===== src/rtl/spectral_gate_bin_unit_assert.svh =====
// Assertion macros for the spectral gate bin unit.
// Included by the RTL files that carry concurrent assertions; no dependencies.
`ifndef SPECTRAL_GATE_BIN_UNIT_ASSERT_SVH
`define SPECTRAL_GATE_BIN_UNIT_ASSERT_SVH

`ifndef SYNTHESIS
`define SGB_ASSERT(label, clk, rst_n, prop, msg) \
    label: assert property (@(posedge clk) disable iff (!rst_n) prop) else $error(msg);
`define SGB_ASSERT_NORST(label, clk, prop, msg) \
    label: assert property (@(posedge clk) prop) else $error(msg);
`else
`define SGB_ASSERT(label, clk, rst_n, prop, msg)
`define SGB_ASSERT_NORST(label, clk, prop, msg)
`endif

`endif


===== src/rtl/sgb_pkg.sv =====
// Shared types and constants for the spectral gate bin unit.
// No dependencies; imported by every module of the block.
package sgb_pkg;

    localparam int SGB_FFT_POINTS  = 1024;
    localparam int SGB_SAMPLE_BITS = 16;

    localparam int SGB_CFG_IDX_W  = 8;
    localparam int SGB_CFG_DATA_W = 33;

    localparam logic [SGB_CFG_IDX_W-1:0] SGB_REG_GATE_FLOOR   = 8'd0;
    localparam logic [SGB_CFG_IDX_W-1:0] SGB_REG_TILT_GAIN    = 8'd1;
    localparam logic [SGB_CFG_IDX_W-1:0] SGB_REG_TILT_STEP    = 8'd2;
    localparam logic [SGB_CFG_IDX_W-1:0] SGB_REG_INVERT_GATE  = 8'd3;

    localparam int SGB_THR_W  = 31;
    localparam int SGB_GAIN_W = 17;
    localparam int SGB_STEP_W = 33;

    localparam int SGB_ONE_SHIFT  = 30;
    localparam int SGB_GAIN_SHIFT = 15;
    localparam int SGB_ROUND_SHIFT = 14;
    localparam int SGB_ROUND_ADD  = 8192;
    localparam int SGB_CMP_SHIFT  = 32;

    localparam int SGB_WEIGHT_W = 18;
    localparam logic [SGB_WEIGHT_W-1:0] SGB_WEIGHT_MAX = 18'h3FFFF;

    localparam int SGB_LAT = 6;

    typedef struct packed {
        logic [SGB_THR_W-1:0]         gate_floor;
        logic signed [SGB_GAIN_W-1:0] tilt_gain;
        logic signed [SGB_STEP_W-1:0] tilt_step;
        logic                         invert_gate;
    } t_cfg;

endpackage


===== src/rtl/sgb_gate.sv =====
// Gate: scaled magnitude times weight squared below threshold, invertible.
// Depends on sgb_pkg; two register stages, the compare feeds the output stage.
module sgb_gate #(
    parameter int MAG_W = 32
) (
    input  logic                               i_clk,
    input  sgb_pkg::t_cfg                      i_cfg,
    input  logic [MAG_W-1:0]                   i_mag,
    input  logic [sgb_pkg::SGB_WEIGHT_W-1:0]   i_weight,
    output logic                               o_below
);
    import sgb_pkg::*;

    localparam int PW   = MAG_W + SGB_WEIGHT_W;
    localparam int PL   = PW / 2;
    localparam int PH   = PW - PL;
    localparam int PRW  = PW + SGB_WEIGHT_W;
    localparam int HI_W = PRW - SGB_CMP_SHIFT;
    localparam int CW   = (HI_W > SGB_THR_W) ? HI_W : SGB_THR_W;

    logic [PW-1:0]               r_p;
    logic [SGB_WEIGHT_W-1:0]     r_w;
    logic [PL+SGB_WEIGHT_W-1:0]  r_pp_lo;
    logic [PH+SGB_WEIGHT_W-1:0]  r_pp_hi;
    logic [PRW-1:0]              full;
    logic [HI_W-1:0]             hi;
    logic                        below_raw;

    always_ff @(posedge i_clk) begin
        r_p     <= i_mag * i_weight;
        r_w     <= i_weight;
        r_pp_lo <= r_p[PL-1:0] * r_w;
        r_pp_hi <= r_p[PW-1:PL] * r_w;
    end

    assign full      = {r_pp_hi, {PL{1'b0}}} + PRW'(r_pp_lo);
    assign hi        = full[PRW-1:SGB_CMP_SHIFT];
    assign below_raw = CW'(hi) < CW'(i_cfg.gate_floor);
    assign o_below   = below_raw ^ i_cfg.invert_gate;

endmodule


===== config.mk =====
export PLATFORM = sky130hd
export DESIGN_NAME = sgb_gate
export DESIGN_NICKNAME = d
export VERILOG_FILES = /design/src/rtl/spectral_gate_bin_unit_assert.svh /design/src/rtl/sgb_pkg.sv /design/src/rtl/sgb_gate.sv
export SDC_FILE = /design/constraint.sdc
export NUM_CORES = 2
export LEC_CHECK = 0
export ABC_AREA = 1
export BUFFER_PORTS_ARGS = -buffer_cell sky130_fd_sc_hd__buf_2
export CAP_MARGIN = 25
export CORE_AREA = 5 5 397 399
export CTS_CLUSTER_DIAMETER = 30
export DETAILED_ROUTE_END_ITERATION = 7
export DIE_AREA = 0 0 402 404
export SLEW_MARGIN = 20
export SYNTH_ARGS = -nofsm -noshare
export SYNTH_HDL_FRONTEND = slang
export SYNTH_SLANG_ARGS = --single-unit
export TNS_END_PERCENT = 50

===== constraint.sdc =====
create_clock -name i_clk -period 7.4 [get_ports i_clk]
set_input_delay 1.11 -clock i_clk [delete_from_list [all_inputs] [get_ports i_clk]]
set_output_delay 1.11 -clock i_clk [all_outputs]
set_load 0.03 [all_outputs]

Yosys cells after proc, flatten, opt, wreduce, memory -nomap -nowiden
Cells that the tools add are included.

word-level totals
  register bits after elaboration = 154
  word-level logic and storage cells = 10
  input port bits = 133

cells by class
  multipliers = 3
  bitwise operators = 1
  add/subtract/negate cells = 1
  order comparisons = 1

operators by type and width
  cell            count
  $mul 25x18->43  2
  $add 68x43->68  1
  $mul 32x18->50  1
  $lt 36x31->1    1
  $xor 1x1->1     1

Longest topological paths before layout
  word-level depth = 3
  depth in mapped cells = 29

Worst setup path after synthesis
Ideal clock, no wire load.

  kind = input port to flip-flop
  start = input port i_mag[11]
  end = register r_p[31]
  library setup time = 112 ps
  arrival = 6354 ps
  stages = 24
  required time = 7288 ps
  setup slack = 934 ps
  cell sequence = clkbuf_1 -> clkbuf_1 -> nand2_1 -> fa_1 -> fa_1 -> fa_1 -> inv_1 -> fa_1 -> fa_1 -> inv_1 -> fa_1 -> inv_1 -> ha_1 -> a21oi_1 -> inv_1 -> a31oi_1 -> o211ai_2 -> a21oi_2 -> inv_1 -> nand2_1 -> nand2_1 -> a21oi_1 -> or2_1 -> nand2_1

on the way
  word-level cells in the longest chain between the ends = 1

ends and longest elaborated chain
  what                  line            text
  start, declared       sgb_gate.sv:8   input logic [MAG_W-1:0] i_mag,
  $mul 32x18->50        sgb_gate.sv:30  r_p <= i_mag * i_weight;
  end signal, assigned  sgb_gate.sv:30
  end, declared         sgb_gate.sv:21  logic [PW-1:0] r_p;

No other way between the ends.

Final worst setup path
  start = input port i_weight[3] (netlist name)
  end = register r_p[47]

on the way
  word-level cells in the longest chain between the ends = 1

ends and longest elaborated chain
  what             line            text
  start, declared  sgb_gate.sv:9   input logic [sgb_pkg::SGB_WEIGHT_W-1:0] i_weight,
  $mul 32x18->50   sgb_gate.sv:30

No other way between the ends.

==> impl_metrics.csv <==
group,metric,value,unit
synth,async_flop_share,0,
clock_network,cts_tree,"built",
critical_path,cp.arrival,7.04,ns
job,maxCapViolCount,0,
critical_path,max_stage_delay,0.55,ns
clock_network,ctsResizeCount,0,
synth,syn_area,0.0535,mm^2
synth,syn_avg_cell_area,7.59,um^2
die,die-area,0.162,mm^2
critical_path,critPathBufInv,6,
placed_design,gp_congestion,0.870,
clock_network,clk_latency,0.49,ns
clock_network,h-tree-depth,4,
synth,yosys.area.top_type,"fa_1",
synth,ys_ff_latch,129,
clock_network,cts-buffers-inserted,17,
clock_network,cts_setup_buffers,0,
global_routing,overflow,0,
timing,rsz0062_at_grt,"no",
timing,worst_pin_slew,1.09,ns
global_routing,antenna_found_initial,3,
global_routing,grt_pass1_wl,239000,um
die,core-area,0.154,mm^2
critical_path,crit_slowest_cell,"fa_1",
final_layout,fill_cells,16177,
final_layout,drive_above_1_share,0.0406,
synth,synth_common_cells,"2251 x inv_1, 1889 x nand2_1, 1214 x fa_1",
die,die_h,404,um
critical_path,path_class,"input port to flop",
worst_hold_path,hold_class,"flop to flop",
placed_design,io_buffers,83,
critical_path,crit_chain,"buf_2, buf_4, nand2_1, fa_1, fa_1, fa_1, inv_1, fa_1, fa_1, inv_1, fa_1, inv_1, ha_1, nand2_1, nor2_1, inv_1, nor4_1, o21ai_0, nand3_1, a31oi_1, xor2_1",
route,via_per_inst,4.65,
global_routing,grt_max_degree,51,
synth,ys_warn_count,0,
clock_network,hold_buffers,0,
die,rows,144,
global_routing,grt_pass1_vias,45777,
timing,finalCritPeriodShare,0.903,
route,post_drt_wl_per_cell,15.9,um
timing,finClkSkew,0.0268,ns
timing,max_freq,150,MHz
clock_network,clk_pin_slew,0.07,ns
placed_design,dp_hpwl,117000,um
route,num_vias,41816,
timing,tns,0,ns
timing,layout_min_cycle_time,6.68,ns
synth,synthCells,7049,
critical_path,end_kind,"flop",
global_routing,grt_usage,0.181,
clock_network,clock-sinks,129,
route,antenna_left,0,
synth,synth_most_common_cell,"inv_1",
synth,syn_nets,8798,
die,die_w,402,um
timing,drv_slew,0,
critical_path,worstPathMaxFanout,18,
run_status,status,"completed",
synth,ys_types,48,
timing,slew_headroom,0.274,
final_layout,areaGrowthSynthToFinish,6.20,%
route,drc,0,
final_layout,fin_nets,8686,
route,dr.first_iter.drc_count,2799,
synth,netlist_top_cells_area,"fa_1 45%, inv_1 16%, nand2_1 13%",
clock_network,cts_root_buf,"clkbuf_16",
timing,finalSetupViolCount,0,
critical_path,cpMostUsedCell,"fa_1",
critical_path,critPathTopFamily,"adder cells",
synth,seq_area_frac_synth,0.0483,
route,wl,143000,um
die,start_util,0.348,
critical_path,start_kind,"input port",
clock_network,cts_buffer_depth,2,
synth,ys_dominant_reg_cell,"dfxtp_1",
synth,synth_edf_count,0,
timing,hold_violations,0,
synth,yosys.area.top_type_share,0.454,
route,first_pass_iters,6,
die,io_pins,134,
critical_path,cp.required,7.76,ns
routing by layer:
layer	up-vias	part of all wire	track usage
met3	234	0.063	0.0214
li1	19409	-	-
met2	1313	0.47	0.307
met1	20858	0.44	0.249
met4	2	0.025	0.0446
met5	-	0.000077	0
area by class of cell:
cell class / instances / area, um^2 / share of cell area
Antenna cell: 3 / 7.51 / 0.000132
Clock buffer: 17 / 425 / 0.00749
Clock inverter: 15 / 191 / 0.00337
Inverter: 2255 / 8460 / 0.149
Multi-Input combinational cell: 4341 / 41200 / 0.726
Sequential cell: 129 / 2610 / 0.0459
Tap cell: 2044 / 2560 / 0.0450
Timing Repair Buffer: 193 / 1330 / 0.0234
sequential cells by signal, summed over array words and instances, names as in the netlist:
| register | cells |
|---|---|
| r_p | 50 |
| r_pp_hi | 43 |
| r_pp_lo | 18 |
| r_w | 18 |
worst register-to-register path, delay by kind of cell (launching register included):
family	cells	cell delay, ns
adders and majority gates	7	3.42
and+or+nand+nor	8	1.34
DFF	1	1.02
buffers and inverters	5	0.60
xor gates and xnor gates	1	0.14
placed cells by master, fill, tap and decap left out, drive strengths merged:
cell	Yosys	layout
o221ai	6	6
o21a	13	13
xnor2	50	50
diode	0	3
and3	7	7
o211a	1	1
bufinv	0	2
o21ai	86	86
ha	402	402
a31oi	37	37
clkbuf	303	17
nor4	10	10
a21o	10	10
inv	2255	2264
a21oi	167	167
and2	2	2
buf	21	193
a211oi	7	7
a211o	1	1
clkinv	0	3
nand3	66	66
clkinvlp	0	1
a21boi	5	5
a41oi	1	1
dfxtp	129	129
nor3	27	27
o2111ai	4	4
fa	1214	1214
or2	1	1
a221oi	1	1
o31ai	2	2
nor2	217	217
xor2	75	75
nand2	1898	1898
nand4	13	13
o211ai	7	7
a31o	1	1
o21bai	10	10
cells by family after synthesis:
group / after synthesis / synth area share
buffers and inverters: 2579 / 0.181
flip-flops: 129 / 0.0483
adder cells (fa/ha/maj): 1616 / 0.548
AND/OR/NAND/NOR: 2241 / 0.163
AO/OA/AOI/OAI: 359 / 0.0385
XOR/XNOR: 125 / 0.0205
worst paths after layout:
check                       start             endpoint  slack (ns)  cells past startpoint
setup reg to reg  r_w[11]$_DFF_P_  r_pp_hi[41]$_DFF_P_        0.82                     21
hold / removal    r_p[25]$_DFF_P_   r_pp_hi[0]$_DFF_P_        0.85                      2
setup / recovery      i_weight[3]      r_p[47]$_DFF_P_        0.72                     21
hold reg to reg   r_p[25]$_DFF_P_   r_pp_hi[0]$_DFF_P_        0.85                      2
stage by stage:
step / instance area, um^2 / instances / hold WS (ns) / utilization / setup WS [ns]
floorplan: 53500 / 7049 / 0.598 / - / 0.934
global placement: 56200 / 8962 / 0.835 / 0.366 / 0.240
detailed placement: 56200 / 8962 / 0.853 / 0.366 / 0.223
CTS: 56800 / 8994 / 0.864 / 0.370 / 0.727
global route: 56800 / 8994 / 0.890 / 0.370 / 0.327
finish: 56800 / 8997 / 0.854 / 0.370 / 0.719
Power is not shown: default switching activity piles up to over one toggle a cycle in this logic, so the estimate is an artifact.
