File: src/rtl/spectral_gate_bin_unit_assert.svh
// Assertion macros for the spectral gate bin unit.
// Included by the RTL files that carry concurrent assertions; no dependencies.
`ifndef SPECTRAL_GATE_BIN_UNIT_ASSERT_SVH
`define SPECTRAL_GATE_BIN_UNIT_ASSERT_SVH

`ifndef SYNTHESIS
`define SGB_ASSERT(label, clk, rst_n, prop, msg) \
    label: assert property (@(posedge clk) disable iff (!rst_n) prop) else $error(msg);
`define SGB_ASSERT_NORST(label, clk, prop, msg) \
    label: assert property (@(posedge clk) prop) else $error(msg);
`else
`define SGB_ASSERT(label, clk, rst_n, prop, msg)
`define SGB_ASSERT_NORST(label, clk, prop, msg)
`endif

`endif

File: src/rtl/sgb_pkg.sv
// Shared types and constants for the spectral gate bin unit.
// No dependencies; imported by every module of the block.
package sgb_pkg;

    localparam int SGB_FFT_POINTS  = 1024;
    localparam int SGB_SAMPLE_BITS = 16;

    localparam int SGB_CFG_IDX_W  = 8;
    localparam int SGB_CFG_DATA_W = 33;

    localparam logic [SGB_CFG_IDX_W-1:0] SGB_REG_GATE_FLOOR   = 8'd0;
    localparam logic [SGB_CFG_IDX_W-1:0] SGB_REG_TILT_GAIN    = 8'd1;
    localparam logic [SGB_CFG_IDX_W-1:0] SGB_REG_TILT_STEP    = 8'd2;
    localparam logic [SGB_CFG_IDX_W-1:0] SGB_REG_INVERT_GATE  = 8'd3;

    localparam int SGB_THR_W  = 31;
    localparam int SGB_GAIN_W = 17;
    localparam int SGB_STEP_W = 33;

    localparam int SGB_ONE_SHIFT  = 30;
    localparam int SGB_GAIN_SHIFT = 15;
    localparam int SGB_ROUND_SHIFT = 14;
    localparam int SGB_ROUND_ADD  = 8192;
    localparam int SGB_CMP_SHIFT  = 32;

    localparam int SGB_WEIGHT_W = 18;
    localparam logic [SGB_WEIGHT_W-1:0] SGB_WEIGHT_MAX = 18'h3FFFF;

    localparam int SGB_LAT = 6;

    typedef struct packed {
        logic [SGB_THR_W-1:0]         gate_floor;
        logic signed [SGB_GAIN_W-1:0] tilt_gain;
        logic signed [SGB_STEP_W-1:0] tilt_step;
        logic                         invert_gate;
    } t_cfg;

endpackage

File: src/rtl/sgb_weight.sv
// Tilt weight pipeline: index times step, offset sum, clamp, round and saturate.
// Depends on sgb_pkg; three register stages.
module sgb_weight #(
    parameter int IDX_W = 10
) (
    input  logic                                i_clk,
    input  sgb_pkg::t_cfg                       i_cfg,
    input  logic [IDX_W-1:0]                    i_bin_index,
    output logic [sgb_pkg::SGB_WEIGHT_W-1:0]    o_weight
);
    import sgb_pkg::*;

    localparam int PROD_W = IDX_W + 1 + SGB_STEP_W;
    localparam int W30_W  = PROD_W + 1;
    localparam int SUM_W  = SGB_GAIN_W + SGB_GAIN_SHIFT;
    localparam int SH_W   = W30_W - SGB_ROUND_SHIFT;

    logic signed [PROD_W-1:0] n_prod;
    logic signed [PROD_W-1:0] r_prod;
    logic signed [W30_W-1:0]  n_w30;
    logic signed [W30_W-1:0]  r_w30;
    logic signed [W30_W-1:0]  one_q30;
    logic signed [W30_W-1:0]  gain_ext;
    logic [W30_W-1:0]         rnd;
    logic [SH_W-1:0]          shifted;
    logic [SGB_WEIGHT_W-1:0]  n_weight;
    logic [SGB_WEIGHT_W-1:0]  r_weight;

    assign n_prod   = $signed({1'b0, i_bin_index}) * i_cfg.tilt_step;
    assign one_q30  = W30_W'(1) << SGB_ONE_SHIFT;
    assign gain_ext = {{(W30_W-SUM_W){i_cfg.tilt_gain[SGB_GAIN_W-1]}},
                       i_cfg.tilt_gain, {SGB_GAIN_SHIFT{1'b0}}};
    assign n_w30    = one_q30 + gain_ext - {r_prod[PROD_W-1], r_prod};

    assign rnd     = {1'b0, r_w30[W30_W-2:0]} + W30_W'(SGB_ROUND_ADD);
    assign shifted = rnd[W30_W-1:SGB_ROUND_SHIFT];

    always_comb begin
        if (r_w30[W30_W-1]) begin
            n_weight = '0;
        end else if (|shifted[SH_W-1:SGB_WEIGHT_W]) begin
            n_weight = SGB_WEIGHT_MAX;
        end else begin
            n_weight = shifted[SGB_WEIGHT_W-1:0];
        end
    end

    always_ff @(posedge i_clk) begin
        r_prod   <= n_prod;
        r_w30    <= n_w30;
        r_weight <= n_weight;
    end

    assign o_weight = r_weight;

endmodule

File: config.mk
export PLATFORM = sky130hd
export DESIGN_NAME = sgb_weight
export DESIGN_NICKNAME = d
export VERILOG_FILES = /design/src/rtl/spectral_gate_bin_unit_assert.svh /design/src/rtl/sgb_pkg.sv /design/src/rtl/sgb_weight.sv
export SDC_FILE = /design/constraint.sdc
export NUM_CORES = 1
export LEC_CHECK = 0
export ABC_AREA = 0
export BUFFER_PORTS_ARGS = -buffer_cell sky130_fd_sc_hd__buf_2
export CAP_MARGIN = 20
export CORE_MARGIN = 2
export CORE_UTILIZATION = 50
export DETAILED_ROUTE_END_ITERATION = 8
export HOLD_SLACK_MARGIN = 0.06
export PLACE_DENSITY = 0.68
export SYNTH_ARGS = -nofsm -noshare
export SYNTH_HDL_FRONTEND = slang
export SYNTH_SLANG_ARGS = --single-unit
export TNS_END_PERCENT = 50
File: constraint.sdc
create_clock -name i_clk -period 9.6 [get_ports i_clk]
set_input_delay 2.88 -clock i_clk [delete_from_list [all_inputs] [get_ports i_clk]]
set_output_delay 2.88 -clock i_clk [all_outputs]
set_load 0.02 [all_outputs]
-- After elaboration in Yosys (flattened, before gate mapping)
Index checks and enable logic that the tools add are counted.
- register bits: 107
- input bits: 93
- output and inout bits: 18
- word-level logic and storage cells: 9
- add/sub/neg operators: 3
- multiply operators: 1
- mux-type cells: 1
- reduce and logical (&&, ||, !) cells: 1
- operator list (kind ; number):
    adder 44 x 14 -> 45 bit (second input constant) ; 1
    subtractor 33 x 44 -> 45 bit ; 1
    multiplier 11 x 33 -> 44 bit ; 1
    adder 32 x 32 -> 33 bit (first input constant) ; 1
    two-way mux 18 bit ; 1
    OR reduction 13 bit ; 1

-- Depth between registers and ports, before layout
- word-level depth: 3
- mapped depth: 22
- mapped depth without buffers: 21

-- Least setup slack after synthesis
Ideal clock, no wire load.
- kind: input to register
- start: in i_bin_index[4]
- end: reg r_prod[42]
- library setup time: 0.127 ns
- data arrival time: 7.844 ns
- required time: 9.473 ns
- path slack: 1.630 ns
- stages: 20
- buffers on the path: 1
- path through: clkbuf_1 > nand2_1 > fa_1 > fa_1 > fa_1 > inv_1 > fa_1 > inv_1 > fa_1 > inv_1 > ha_1 > a21o_1 > a21oi_1 > o21ai_0 > or3_1 > a211oi_1 > o211ai_1 > nand2_1 > o21ai_0 > xor2_1
- word-level cells in the longest chain between the ends: 1
- ends and longest elaborated chain (what ; RTL line ; RTL):
    start, declared ; sgb_weight.sv:8 ; input logic [IDX_W-1:0] i_bin_index,
    multiplier 11 x 33 -> 44 bit ; sgb_weight.sv:29 ; assign n_prod = $signed({1'b0, i_bin_index}) * i_cfg.tilt_step;
    via n_prod[42] ; sgb_weight.sv:18 ; logic signed [PROD_W-1:0] n_prod;
    end signal, assigned ; sgb_weight.sv:49 ; r_prod <= n_prod;
    end, declared ; sgb_weight.sv:19 ; logic signed [PROD_W-1:0] r_prod;
The timed path passes the listed nets, and every way through them passes these cells.
A chain may end at the register's enable or synchronous reset.

-- Final worst setup path
- start: in i_bin_index[5]
- end: reg r_prod[35]
The elaborated chain is that of the path after synthesis.

==> results.md <==
- Status: completed
- Clock latency on the worst-skew pair: 340 ps
- F_max: 116 MHz
- Routability cong.: 0.832
- HP Class: flip-flop to flip-flop
- Post-Synth XOR/XNOR Area: 4.18%
- Mux share of post-synthesis cell area: 0.188%
- Area contributors post-synth: fa_1 35%, ha_1 12%, dfxtp_1 12%
- Synth Area in Compound Gates: 8.20%
- CTS H-Tree Depth: 3
- Initial Util: 50.6%
- CTS tree: yes
- Fin crit period: 8650 ps
- Critical Path Fanout Max: 33
- Layout cells sized above 1: 5.77%
- Max Root-Sink Buffers: 2
- GR Overflow Total: 0
- Syn Area/Cell: 8.73 um^2
- Synth async-reset ratio: 0%
- Arr. time, crit path: 8850 ps
- Finished Layout Cells: 2255
- Initial DRC count: 647
- Tcrit/Tclk final: 90.1%
- Adder-Cell Fraction of Synth Area: 47.3%
- Pin count of the biggest net entering global routing: 34
- DP HPWL: 27600 um
- Cell variety after synth: 60
- Setup Total Neg Slack: 0 ps
- Chip width: 183 um
- RSZ-0062 raised after global routing: no
- Cell area after placement: 0.0166 mm^2
- Flops & latches, synth: 94
- Fin. max-slew vios: 0
- CTS Buf Count: 9
- Cts repair resizes: 0
- Clock Tree Root: clkbuf_16
- IO Pins: 111
- Vias in the first global route: 12356
- Post-Synth Simple-Gate Area: 17.3%
- Mapped Area: 0.0159 mm^2
- Final Hold Fails: 0
- Setup skew after layout: 7.59 ps
- Inst Count DP: 2240
- Drt wl/cell: 15.0 um
- PortBufs: 78
- Nets: 2376
- CTS sink count: 94
- Yosys warns: 0
- Fillers: 2880
- Synthesized instance count: 1825
- Register area share after synthesis: 11.8%
- Total track usage: 21.9%
- Via count: 11732
- Type of the worst setup path: input port to flip-flop
- Die H: 183 um
- Worst R2R Path Depth: 12
- Top FF cell, synth: dfxtp_1
- Area grow syn2layout: 6.01%
- Core Box Area: 0.0315 mm^2
- WP data required: 9800 ps
- Ant diodes: 0
- Yosys top cell by area: fa_1
- Drt drc: 0
- Hold buffers post-CTS: 0
- First-pass GRT wire length: 59500 um
- Worst slew margin: 45.7%
- Clk slew on worst S/H paths: 60 ps
- Initial antenna violation count: 0
- Largest family of logic cells by synthesized area: adder cells
- Syn_nets: 2352
- WHS Path Cells: 1
- Full die area: 0.0333 mm^2
- Crit end category: flip-flop
- Setup bufs post-CTS: 0
- DR vias/cell: 5.20
- Final WL: 33800 um
- Reg2reg setup slack: 6450 ps
- Max-cap violations: 0
- Synth top area share: 35.3%
- Drt first pass iters: 5
- Post-route ant nets: 0
- Slew of the pin with the lowest slew margin: 808 ps
- EDFF count, synth: 0
- Final setup violation count: 0
- Num rows: 65
- Final instance area: 0.0169 mm^2
- Startpoint Class: input port
[cells in the final DEF (no fill, tap or decap), drive strengths merged, types with 30 or more instances in the layout]
cell | netlist | final
a21oi | 67 | 67
inv | 399 | 401
fa | 281 | 281
ha | 153 | 153
dfxtp | 94 | 94
xnor2 | 53 | 53
buf | 4 | 81
and2 | 152 | 152
nor2 | 60 | 60
nand2 | 216 | 216
o21ai | 30 | 30
[routing by layer]
layer / wire (um) / track usage, % / up-vias
li1: - / - / 5647
met1: 16900 / 32.2 / 5722
met2: 14800 / 34.2 / 328
met3: 1790 / 3.03 / 35
met4: 398 / 5.10 / 0
met5: 0 / 0 / -
[kinds of logic (layout without fill, tap and decap cells)]
| logic type | after synthesis | in the layout |
|---|---|---|
| AND/OR/NAND/NOR | 553 | 553 |
| buffers and inverters | 467 | 495 |
| XOR/XNOR | 76 | 76 |
| AO/OA/AOI/OAI | 198 | 198 |
| adder cells (fa/ha/maj) | 434 | 434 |
| flip-flops | 94 | 94 |
| multiplexers | 3 | 3 |
[metrics by stage]
step / worst slack [ps] / util (%) / hold WS [ps]
after floorplan: 1630 / - / 476
after global placement: 724 / 52.7 / 495
after detailed placement: 712 / 52.7 / 515
after CTS: 1060 / 53.7 / 534
after global routing: 696 / 53.7 / 553
final: 946 / 53.7 / 529
[cells in the mapped netlist, types with 3 or more instances]
master	number
a2111oi_0	4
and3_1	16
xnor2_1	53
nor4_1	6
a211oi_1	3
inv_1	399
a21o_1	27
a31oi_1	5
nor3b_1	3
o211ai_1	3
or3_1	4
nand2b_1	10
a221oi_1	4
and2_1	152
nand4_1	11
nor2_1	59
o21ai_0	29
ha_1	153
nor3_1	25
o21a_1	20
o21bai_1	8
dfxtp_1	94
clkbuf_1	63
o221ai_1	3
fa_1	281
nand2_1	216
mux2i_1	3
buf_1	3
nand3_1	27
nor2b_1	12
a21oi_1	65
xor2_1	23
[path summary, 6_finish.rpt]
check,start,end
worst max-delay path,i_bin_index[5],r_prod[35]
worst min-delay path,r_prod[13],r_w30[13]
worst max register to register,r_prod[21],r_w30[44]
worst min register to register,r_prod[13],r_w30[13]
[critical path, stage by stage]
cell,delay [ps]
buf_2,600
nand2_1,210
fa_1,580
inv_1,60
fa_1,570
fa_1,430
fa_1,490
inv_1,50
fa_1,480
inv_1,50
ha_1,450
nand3_1,140
nor3_1,240
nor2b_1,200
o311ai_2,150
a31oi_1,380
o21ai_1,150
a31oi_1,440
or4_1,190
nand3_1,80
[layout make-up]
class	count	area, um^2	share of cell area, %
clock inverters	5	66.3	0.393
inverters	399	1500	8.87
repair buffers	81	413	2.44
multi-input cells	1264	12300	72.8
flip-flops and latches	94	1880	11.1
clock buffers	10	239	1.41
well taps	402	503	2.98
[sequential cells by signal (all words and copies together) (netlist names)]
signal / flops
o_weight: 18
r_prod: 44
r_w30: 32
Power is left out: the tool's default activity adds up to more than one toggle a clock period on the data nets, which glitch-free logic cannot reach.
