File: config.mk
export PLATFORM = sky130hd
export DESIGN_NAME = sgb_mag
export DESIGN_NICKNAME = d
export VERILOG_FILES = /design/src/rtl/spectral_gate_bin_unit_assert.svh /design/src/rtl/sgb_pkg.sv /design/src/rtl/sgb_mag.sv
export SDC_FILE = /design/constraint.sdc
export NUM_CORES = 1
export LEC_CHECK = 0
export ABC_AREA = 1
export BUFFER_PORTS_ARGS = -buffer_cell sky130_fd_sc_hd__buf_2
export CAP_MARGIN = 20
export CORE_UTILIZATION = 55
export DETAILED_ROUTE_END_ITERATION = 10
export HOLD_SLACK_MARGIN = 0.06
export PLACE_DENSITY = 0.77
export SLEW_MARGIN = 20
export SYNTH_ARGS = -nofsm -noshare
export SYNTH_HDL_FRONTEND = slang
export SYNTH_SLANG_ARGS = --single-unit
File: constraint.sdc
create_clock -name i_clk -period 6.4 [get_ports i_clk]
set_input_delay 0.32 -clock i_clk [delete_from_list [all_inputs] [get_ports i_clk]]
set_output_delay 0.32 -clock i_clk [all_outputs]
set_load 0.01 [all_outputs]
File: src/rtl/spectral_gate_bin_unit_assert.svh
// Assertion macros for the spectral gate bin unit.
// Included by the RTL files that carry concurrent assertions; no dependencies.
`ifndef SPECTRAL_GATE_BIN_UNIT_ASSERT_SVH
`define SPECTRAL_GATE_BIN_UNIT_ASSERT_SVH

`ifndef SYNTHESIS
`define SGB_ASSERT(label, clk, rst_n, prop, msg) \
    label: assert property (@(posedge clk) disable iff (!rst_n) prop) else $error(msg);
`define SGB_ASSERT_NORST(label, clk, prop, msg) \
    label: assert property (@(posedge clk) prop) else $error(msg);
`else
`define SGB_ASSERT(label, clk, rst_n, prop, msg)
`define SGB_ASSERT_NORST(label, clk, prop, msg)
`endif

`endif

File: src/rtl/sgb_pkg.sv
// Shared types and constants for the spectral gate bin unit.
// No dependencies; imported by every module of the block.
package sgb_pkg;

    localparam int SGB_FFT_POINTS  = 1024;
    localparam int SGB_SAMPLE_BITS = 16;

    localparam int SGB_CFG_IDX_W  = 8;
    localparam int SGB_CFG_DATA_W = 33;

    localparam logic [SGB_CFG_IDX_W-1:0] SGB_REG_GATE_FLOOR   = 8'd0;
    localparam logic [SGB_CFG_IDX_W-1:0] SGB_REG_TILT_GAIN    = 8'd1;
    localparam logic [SGB_CFG_IDX_W-1:0] SGB_REG_TILT_STEP    = 8'd2;
    localparam logic [SGB_CFG_IDX_W-1:0] SGB_REG_INVERT_GATE  = 8'd3;

    localparam int SGB_THR_W  = 31;
    localparam int SGB_GAIN_W = 17;
    localparam int SGB_STEP_W = 33;

    localparam int SGB_ONE_SHIFT  = 30;
    localparam int SGB_GAIN_SHIFT = 15;
    localparam int SGB_ROUND_SHIFT = 14;
    localparam int SGB_ROUND_ADD  = 8192;
    localparam int SGB_CMP_SHIFT  = 32;

    localparam int SGB_WEIGHT_W = 18;
    localparam logic [SGB_WEIGHT_W-1:0] SGB_WEIGHT_MAX = 18'h3FFFF;

    localparam int SGB_LAT = 6;

    typedef struct packed {
        logic [SGB_THR_W-1:0]         gate_floor;
        logic signed [SGB_GAIN_W-1:0] tilt_gain;
        logic signed [SGB_STEP_W-1:0] tilt_step;
        logic                         invert_gate;
    } t_cfg;

endpackage

File: src/rtl/sgb_mag.sv
// Squared magnitude pipeline: two squares, their sum, and one alignment stage.
// Depends on sgb_pkg; three register stages.
module sgb_mag #(
    parameter int SW = 16
) (
    input  logic                 i_clk,
    input  logic signed [SW-1:0] i_re,
    input  logic signed [SW-1:0] i_im,
    output logic [2*SW-1:0]      o_mag
);
    import sgb_pkg::*;

    localparam int MAG_W = 2 * SW;

    logic signed [MAG_W-1:0] n_rr;
    logic signed [MAG_W-1:0] n_ii;
    logic signed [MAG_W-1:0] r_rr;
    logic signed [MAG_W-1:0] r_ii;
    logic [MAG_W-1:0]        n_mag;
    logic [MAG_W-1:0]        r_mag;
    logic [MAG_W-1:0]        r_mag_d;

    assign n_rr  = i_re * i_re;
    assign n_ii  = i_im * i_im;
    assign n_mag = {1'b0, r_rr[MAG_W-2:0]} + {1'b0, r_ii[MAG_W-2:0]};

    always_ff @(posedge i_clk) begin
        r_rr    <= n_rr;
        r_ii    <= n_ii;
        r_mag   <= n_mag;
        r_mag_d <= r_mag;
    end

    assign o_mag = r_mag_d;

endmodule

# After elaboration in Yosys (flattened, before gate mapping)
# Cells that the tools add are included.
[totals] reg_bits=126 input_bits=33 output_inout_bits=32 elab_cells=7
[op_classes] n_addsub=1 n_mul=2
[op_table] cell="$mul 16x16->31" count=2
[op_table] cell="$add 31x31->32" count=1

# Depth between registers and ports, before layout
# Gate-level depths: netlist of the first run.
[depth] ltp_word=1 ltp_mapped=28 depth_no_buf=26

# Worst setup path after synthesis of the first run
# OpenSTA, ideal clock, no wires.
[synth_path] kind="input port to flip-flop" start="input port i_re[15]" end="register r_rr[30]" setup_time_ns=0.112 t_arrival_ns=5.383 required_ns=6.288 setup_slack_ns=0.905 cell_stages=23 path_buffers=2 path_cell_list="clkbuf_1 -> clkbuf_1 -> nand2_1 -> fa_1 -> inv_1 -> fa_1 -> inv_1 -> fa_1 -> inv_1 -> fa_1 -> inv_1 -> fa_1 -> inv_1 -> fa_1 -> ha_1 -> nand2_1 -> nor3_1 -> and2_1 -> nand2_1 -> nand2_1 -> inv_1 -> nand2_1 -> nand2_1"
[synth_via] elab_chain_len=1
[synth_rtl] element="from (decl)" line="sgb_mag.sv:7" text="input logic signed [SW-1:0] i_re,"
[synth_rtl] element="$mul 16x16->31" line="sgb_mag.sv:23" text="assign n_rr = i_re * i_re;"
[synth_rtl] element="via n_rr[30]" line="sgb_mag.sv:15" text="logic signed [MAG_W-1:0] n_rr;"
[synth_rtl] element="to (signal assigned)" line="sgb_mag.sv:28" text="r_rr <= n_rr;"
[synth_rtl] element="to (decl)" line="sgb_mag.sv:17" text="logic signed [MAG_W-1:0] r_rr;"
# The timed path passes the listed nets, and every way through them passes these cells.

# Final worst setup path of the first run
[layout_path] start="input port i_im[15]" end="register r_ii[30]"
[layout_via] elab_chain_len=1
[layout_rtl] element="from (decl)" line="sgb_mag.sv:8" text="input logic signed [SW-1:0] i_im,"
[layout_rtl] element="$mul 16x16->31" line="sgb_mag.sv:24" text="assign n_ii = i_im * i_im;"
[layout_rtl] element="via n_ii[30]" line="sgb_mag.sv:16" text="logic signed [MAG_W-1:0] n_ii;"
[layout_rtl] element="to (signal assigned)" line="sgb_mag.sv:29" text="r_ii <= n_ii;"
[layout_rtl] element="to (decl)" line="sgb_mag.sv:18" text="logic signed [MAG_W-1:0] r_ii;"
# The timed path passes the listed nets, and every way through them passes these cells.

==> results of run 1 <==
[path summary, 6_finish.rpt]
| kind | start | to | slack (ps) |
|---|---|---|---|
| setup / recovery | i_im[15] | r_ii[30]$_DFF_P_ | 890 |
| hold / removal | i_re[0] | r_rr[0]$_DFF_P_ | 310 |
| setup reg to reg | r_rr[20]$_DFF_P_ | r_mag[29]$_DFF_P_ | 4380 |
| hold reg to reg | r_mag[10]$_DFF_P_ | o_mag[10]$_DFF_P_ | 320 |
[registers in the layout, summed over array words and instances (netlist names)]
register / count
o_mag: 32
r_mag: 32
r_ii: 30
r_rr: 30
[cells in the final DEF (no fill, tap or decap), types with 2 or more instances in the layout]
| master | netlist | routed |
|---|---|---|
| nand2_2 | 7 | 7 |
| nand3b_1 | 6 | 6 |
| nor2_4 | 4 | 4 |
| clkbuf_16 | 0 | 17 |
| buf_2 | 2 | 64 |
| clkinv_1 | 2 | 2 |
| or2_2 | 5 | 5 |
| a31o_2 | 3 | 3 |
| o21ai_1 | 2 | 2 |
| bufinv_16 | 0 | 2 |
| a21oi_1 | 86 | 86 |
| xnor2_1 | 15 | 15 |
| xor2_1 | 60 | 60 |
| ha_1 | 199 | 199 |
| fa_1 | 459 | 459 |
| o21ai_0 | 40 | 40 |
| nand4_1 | 39 | 39 |
| inv_2 | 2 | 2 |
| nand3_1 | 88 | 88 |
| nor2_1 | 117 | 117 |
| nor4_1 | 3 | 3 |
| nand3_2 | 3 | 3 |
| dfxtp_1 | 124 | 124 |
| o21bai_1 | 16 | 16 |
| inv_6 | 0 | 5 |
| buf_4 | 0 | 7 |
| nor3_1 | 18 | 18 |
| and2_1 | 3 | 3 |
| nand2_1 | 646 | 646 |
| inv_1 | 881 | 881 |
| clkinvlp_4 | 0 | 4 |
| nor2_2 | 6 | 6 |
| o21a_1 | 2 | 2 |
| a21o_1 | 4 | 4 |
[critical path, delay by kind of cell]
kind          cells  cell delay [ps]
buf+inv           7              820
simple gates      9              980
fa+ha+maj         7             3680
[cells by family (layout without fill, tap and decap cells)]
kind of cell / after synthesis / after routing / share of synthesized area [%]
xor+xnor: 75 / 75 / 2.83
mux: 1 / 1 / 0.0485
flops: 124 / 124 / 10.7
buf+inv: 953 / 987 / 15.4
simple gates: 949 / 949 / 17.0
fa+ha+maj: 658 / 658 / 50.3
compound gates: 158 / 158 / 3.79
[layout make-up]
class	count	area (sq um)	area share (%)
multi-input combinational	1841	17200	69.8
clock inverter	14	159	0.646
sequential	124	2480	10.1
tap	532	666	2.71
timing repair buffer	71	373	1.52
clock buffer	17	425	1.73
inverter	885	3320	13.5
[layer usage]
metal  GRT usage [%]  vias up
li1                -     8488
met1            32.8     8728
met2            46.5      561
met3            3.78       93
met4            7.18        0
met5               0        -
[metrics by stage]
stage                     worst slack (ps)  utilization, %  hold slack [ps]
after detailed placement               488            58.2              312
final                                  892            59.6              313
after CTS                              936            59.6              298
after floorplan                        905               -              310
after global placement                 583            58.2              310
after global routing                   500            59.6              306
==> results.md, run 1 <==
- Remaining DRCs: 0
- Fillcell total: 3641
- Wire length of the first global-routing pass: 90300 um
- Vias: 17870
- Sequential area share after synthesis: 10.7%
- PortBufs: 64
- Routed wire per std cell: 15.2 um
- CTS buffer count: 17
- CTS Hold Bufs: 0
- Clk Latency, worst-skew pair: 420 ps
- Non-Filler Instances: 3484
- Largest net degree at the start of global routing: 25
- Post-CTS Setup Bufs: 0
- Top cells by count, synth: 881 x inv_1, 646 x nand2_1, 459 x fa_1
- IO Pins: 65
- Number of nets in the layout: 3631
- CP Launch Type: input pin
- Initial DRC count: 1253
- Fin. Hold Viols: 0
- Worst rel slew slack: 64.4%
- Worst Skew: 16.5 ps
- CP endpoint kind: register
- Global-route usage over all layers: 26.0%
- Fraction of layout cells with a size suffix above 1: 4.71%
- DRT met1 WL: 22100 um
- Sum Neg Setup Slack: 0 ps
- WS Path Type: in2reg
- Final wirelength: 52900 um
- Core Box Area: 0.0413 sq mm
- CP arrival: 5820 ps
- Top post-synthesis cells by area: fa_1 40%, inv_1 14%, ha_1 11%
- Synth top area share: 39.5%
- Post-DP Area: 0.0240 sq mm
- Ant diodes: 0
- Number of synthesized flops with an enable pin: 0
- Worst Hold Depth: 2
- Clock Sinks: 124
- Ys async rst share: 0%
- Maxcap violations: 0
- Met3 WL: 2990 um
- Clock Pin Slew Worst Setup and Hold Paths: 50 ps
- Htree depth: 4
- Max FO, Critical Path: 23
- Hold crit path type: in2reg
- CP cell instances: buf_2 -> nand2_1 -> inv_1 -> fa_1 -> inv_1 -> fa_1 -> inv_1 -> fa_1 -> inv_1 -> fa_1 -> inv_1 -> fa_1 -> fa_1 -> ha_1 -> nand2_1 -> nor2_1 -> nand2_1 -> nor3_1 -> nand2_1 -> inv_1 -> nor2_1 -> nand3_1 -> nand2_1
- CTS tree: yes
- Routed met2 length: 26600 um
- DR pass1 iterations: 5
- Worst EP required: 6720 ps
- Syn nets: 3609
- Gate Count Post-Synth: 2918
- Primary FF master, synth: dfxtp_1
- Cell variety after synth: 41
- Crit share post-route: 86.1%
- Minimum clock period: 5510 ps
- Syn Area/Cell: 7.96 sq um
- Via/cell ratio: 5.13
- Register bit total from synthesis: 124
- Status: finished, final reports clean
- Total grt overflow: 0
- Clk buf depth: 2
- Max Used Layer: met4
- Leading area contributor after synthesis: fa_1
- Die width: 208 um
- Placer Congestion: 0.967
- Register-to-Register Path Depth: 8
- DP HPWL: 46500 um
- Max Slew Vio Count: 0
- Die H: 208 um
- Measured slew at the worst slew-check pin: 534 ps
- FMAX: 182 MHz
- CTS resizes: 0
- Core Rows: 74
- Final setup fails: 0
- Finished Cell Area: 0.0246 sq mm
- Root Buffer: clkbuf_16
- Vias in the first global route: 19048
- Yosys Warn Count: 0
- Initial antenna violation count: 0
- Initial Utilization: 56.3%
- Die footprint: 0.0431 sq mm
- Slowest CP cell: fa_1
- Dpl cells: 3453
- Antenna-violating nets left: 0
- Most common cell in the netlist: inv_1
- RSZ-0062 raised after global routing: no
- Largest stage delay, worst path: 700 ps
- Syn-to-layout area delta: 5.87%
- Post-Synthesis Cell Area: 0.0232 sq mm
Power of run 1 is not shown: default switching activity piles up to over one toggle a cycle in this logic, so the estimate is an artifact.
==> run 2, diff against run 1 <==
PLACE_DENSITY = 0.72   (was 0.77)
==> results.md, run 2 (same netlist as run 1, synthesis figures left out) <==
- Status: finished, final reports clean
- CP arrival: 5840 ps
- Largest stage delay, worst path: 620 ps
- Final setup fails: 0
- CTS resizes: 0
- CTS Hold Bufs: 0
- Sum Neg Setup Slack: 0 ps
- Initial Utilization: 56.3%
- Dpl cells: 3454
- CP cell instances: buf_2 -> nand2_1 -> fa_1 -> inv_1 -> fa_1 -> inv_1 -> fa_1 -> fa_1 -> fa_1 -> fa_1 -> inv_1 -> ha_1 -> nand2_1 -> nor2_1 -> nand2_1 -> nor4_1 -> nand2_1 -> nand4_1 -> nand2_1
- Via/cell ratio: 5.04
- Fin. Hold Viols: 0
- Worst rel slew slack: 63.9%
- Clock Sinks: 124
- DR pass1 iterations: 6
- CP Launch Type: input pin
- Syn-to-layout area delta: 5.75%
- Slowest CP cell: fa_1
- Routed wire per std cell: 14.9 um
- DP HPWL: 46100 um
- Finished Cell Area: 0.0246 sq mm
- Most frequent cells in the layout: 881 x inv_1, 646 x nand2_1, 459 x fa_1
- Worst Skew: 8.09 ps
- Initial antenna violation count: 0
- Worst EP required: 6720 ps
- Max Slew Vio Count: 0
- Fraction of layout cells with a size suffix above 1: 4.71%
- Ant diodes: 0
- CP top delay family: adder cells
- Clock Pin Slew Worst Setup and Hold Paths: 60 ps
- Clk buf depth: 2
- Maxcap violations: 0
- Hold crit path type: in2reg
- Remaining DRCs: 0
- Global-route usage over all layers: 25.8%
- RSZ-0062 raised after global routing: no
- Die footprint: 0.0431 sq mm
- Core Box Area: 0.0413 sq mm
- WS Path Type: in2reg
- Non-Filler Instances: 3485
- Number of nets in the layout: 3632
- Die width: 208 um
- Placer Congestion: 0.996
- Htree depth: 4
- Largest net degree at the start of global routing: 25
- Root Buffer: clkbuf_16
- Core Rows: 74
- IO Pins: 65
- Buf+Inv Stages, Crit Path: 4
- Wire length of the first global-routing pass: 89800 um
- Post-DP Area: 0.0240 sq mm
- CP endpoint kind: register
- Antenna-violating nets left: 0
- Most common cell after layout, fill and taps aside: inv_1
- Die H: 208 um
- Clk Latency, worst-skew pair: 430 ps
- Final core occ: 59.5%
- Crit share post-route: 86.4%
- PortBufs: 64
- CTS tree: yes
- Initial DRC count: 1082
- Fillcell total: 3764
- CTS buffer count: 17
- Minimum clock period: 5530 ps
- Most frequent CP cell: fa_1
- Measured slew at the worst slew-check pin: 542 ps
- Vias in the first global route: 18942
- Total grt overflow: 0
- Max FO, Critical Path: 24
- Vias: 17576
- FMAX: 181 MHz
- Post-CTS Setup Bufs: 0
- Final wirelength: 51800 um
run 2: cell types whose count changed in the layout (fill, tap and decap cells not counted):
cell        previous run  this run
buf_4                  7         8
bufinv_16              2         1
clkbuf_1               0         1
clkinv_2               1         4
clkinv_4               1         3
clkinvlp_4             4         2
inv_6                  5         3
inv_8                  1         0
run 2: worst register-to-register path, stage by stage, from the launching register on:
cell and delay (ps):
dfxtp_1 330, ha_1 380, a21oi_1 210, a21boi_1 320, nand2_1 140, a21oi_1 200, nand2_1 70, nand2_1 70
nand2_1 80
run 2: cell type report:
cell class	count	area (sq um)	share of cell area (%)
sequential	124	2480	10.1
timing repair buffer	72	380	1.55
multi-input combinational	1841	17200	69.9
inverter	885	3320	13.5
clock inverter	13	118	0.479
tap	532	666	2.71
clock buffer	18	429	1.75
run 2: metal layers:
metal	track usage [%]	up-vias	share of wire (%)
li1	-	8485	-
met1	33.6	8559	43
met2	45.3	451	50
met3	3.19	81	5.0
met4	7.36	0	2.4
met5	0	-	0
run 2: path summary, 6_finish.rpt:
check / start / slack [ps] / cells after the start / endpoint
worst max register to register: r_ii[20]$_DFF_P_ / 4470 / 8 / r_mag[29]$_DFF_P_
worst min-delay path: i_re[0] / 280 / 2 / r_rr[0]$_DFF_P_
worst min register to register: r_mag[29]$_DFF_P_ / 320 / 0 / o_mag[29]$_DFF_P_
worst max-delay path: i_re[15] / 870 / 19 / r_rr[29]$_DFF_P_
run 2: stage by stage:
stage	worst slack (ps)	hold slack, ps
after CTS	862	264
after floorplan	905	310
after detailed placement	409	312
after global routing	505	275
after global placement	503	310
final	873	283
Power of run 2 is left out for the same reason.
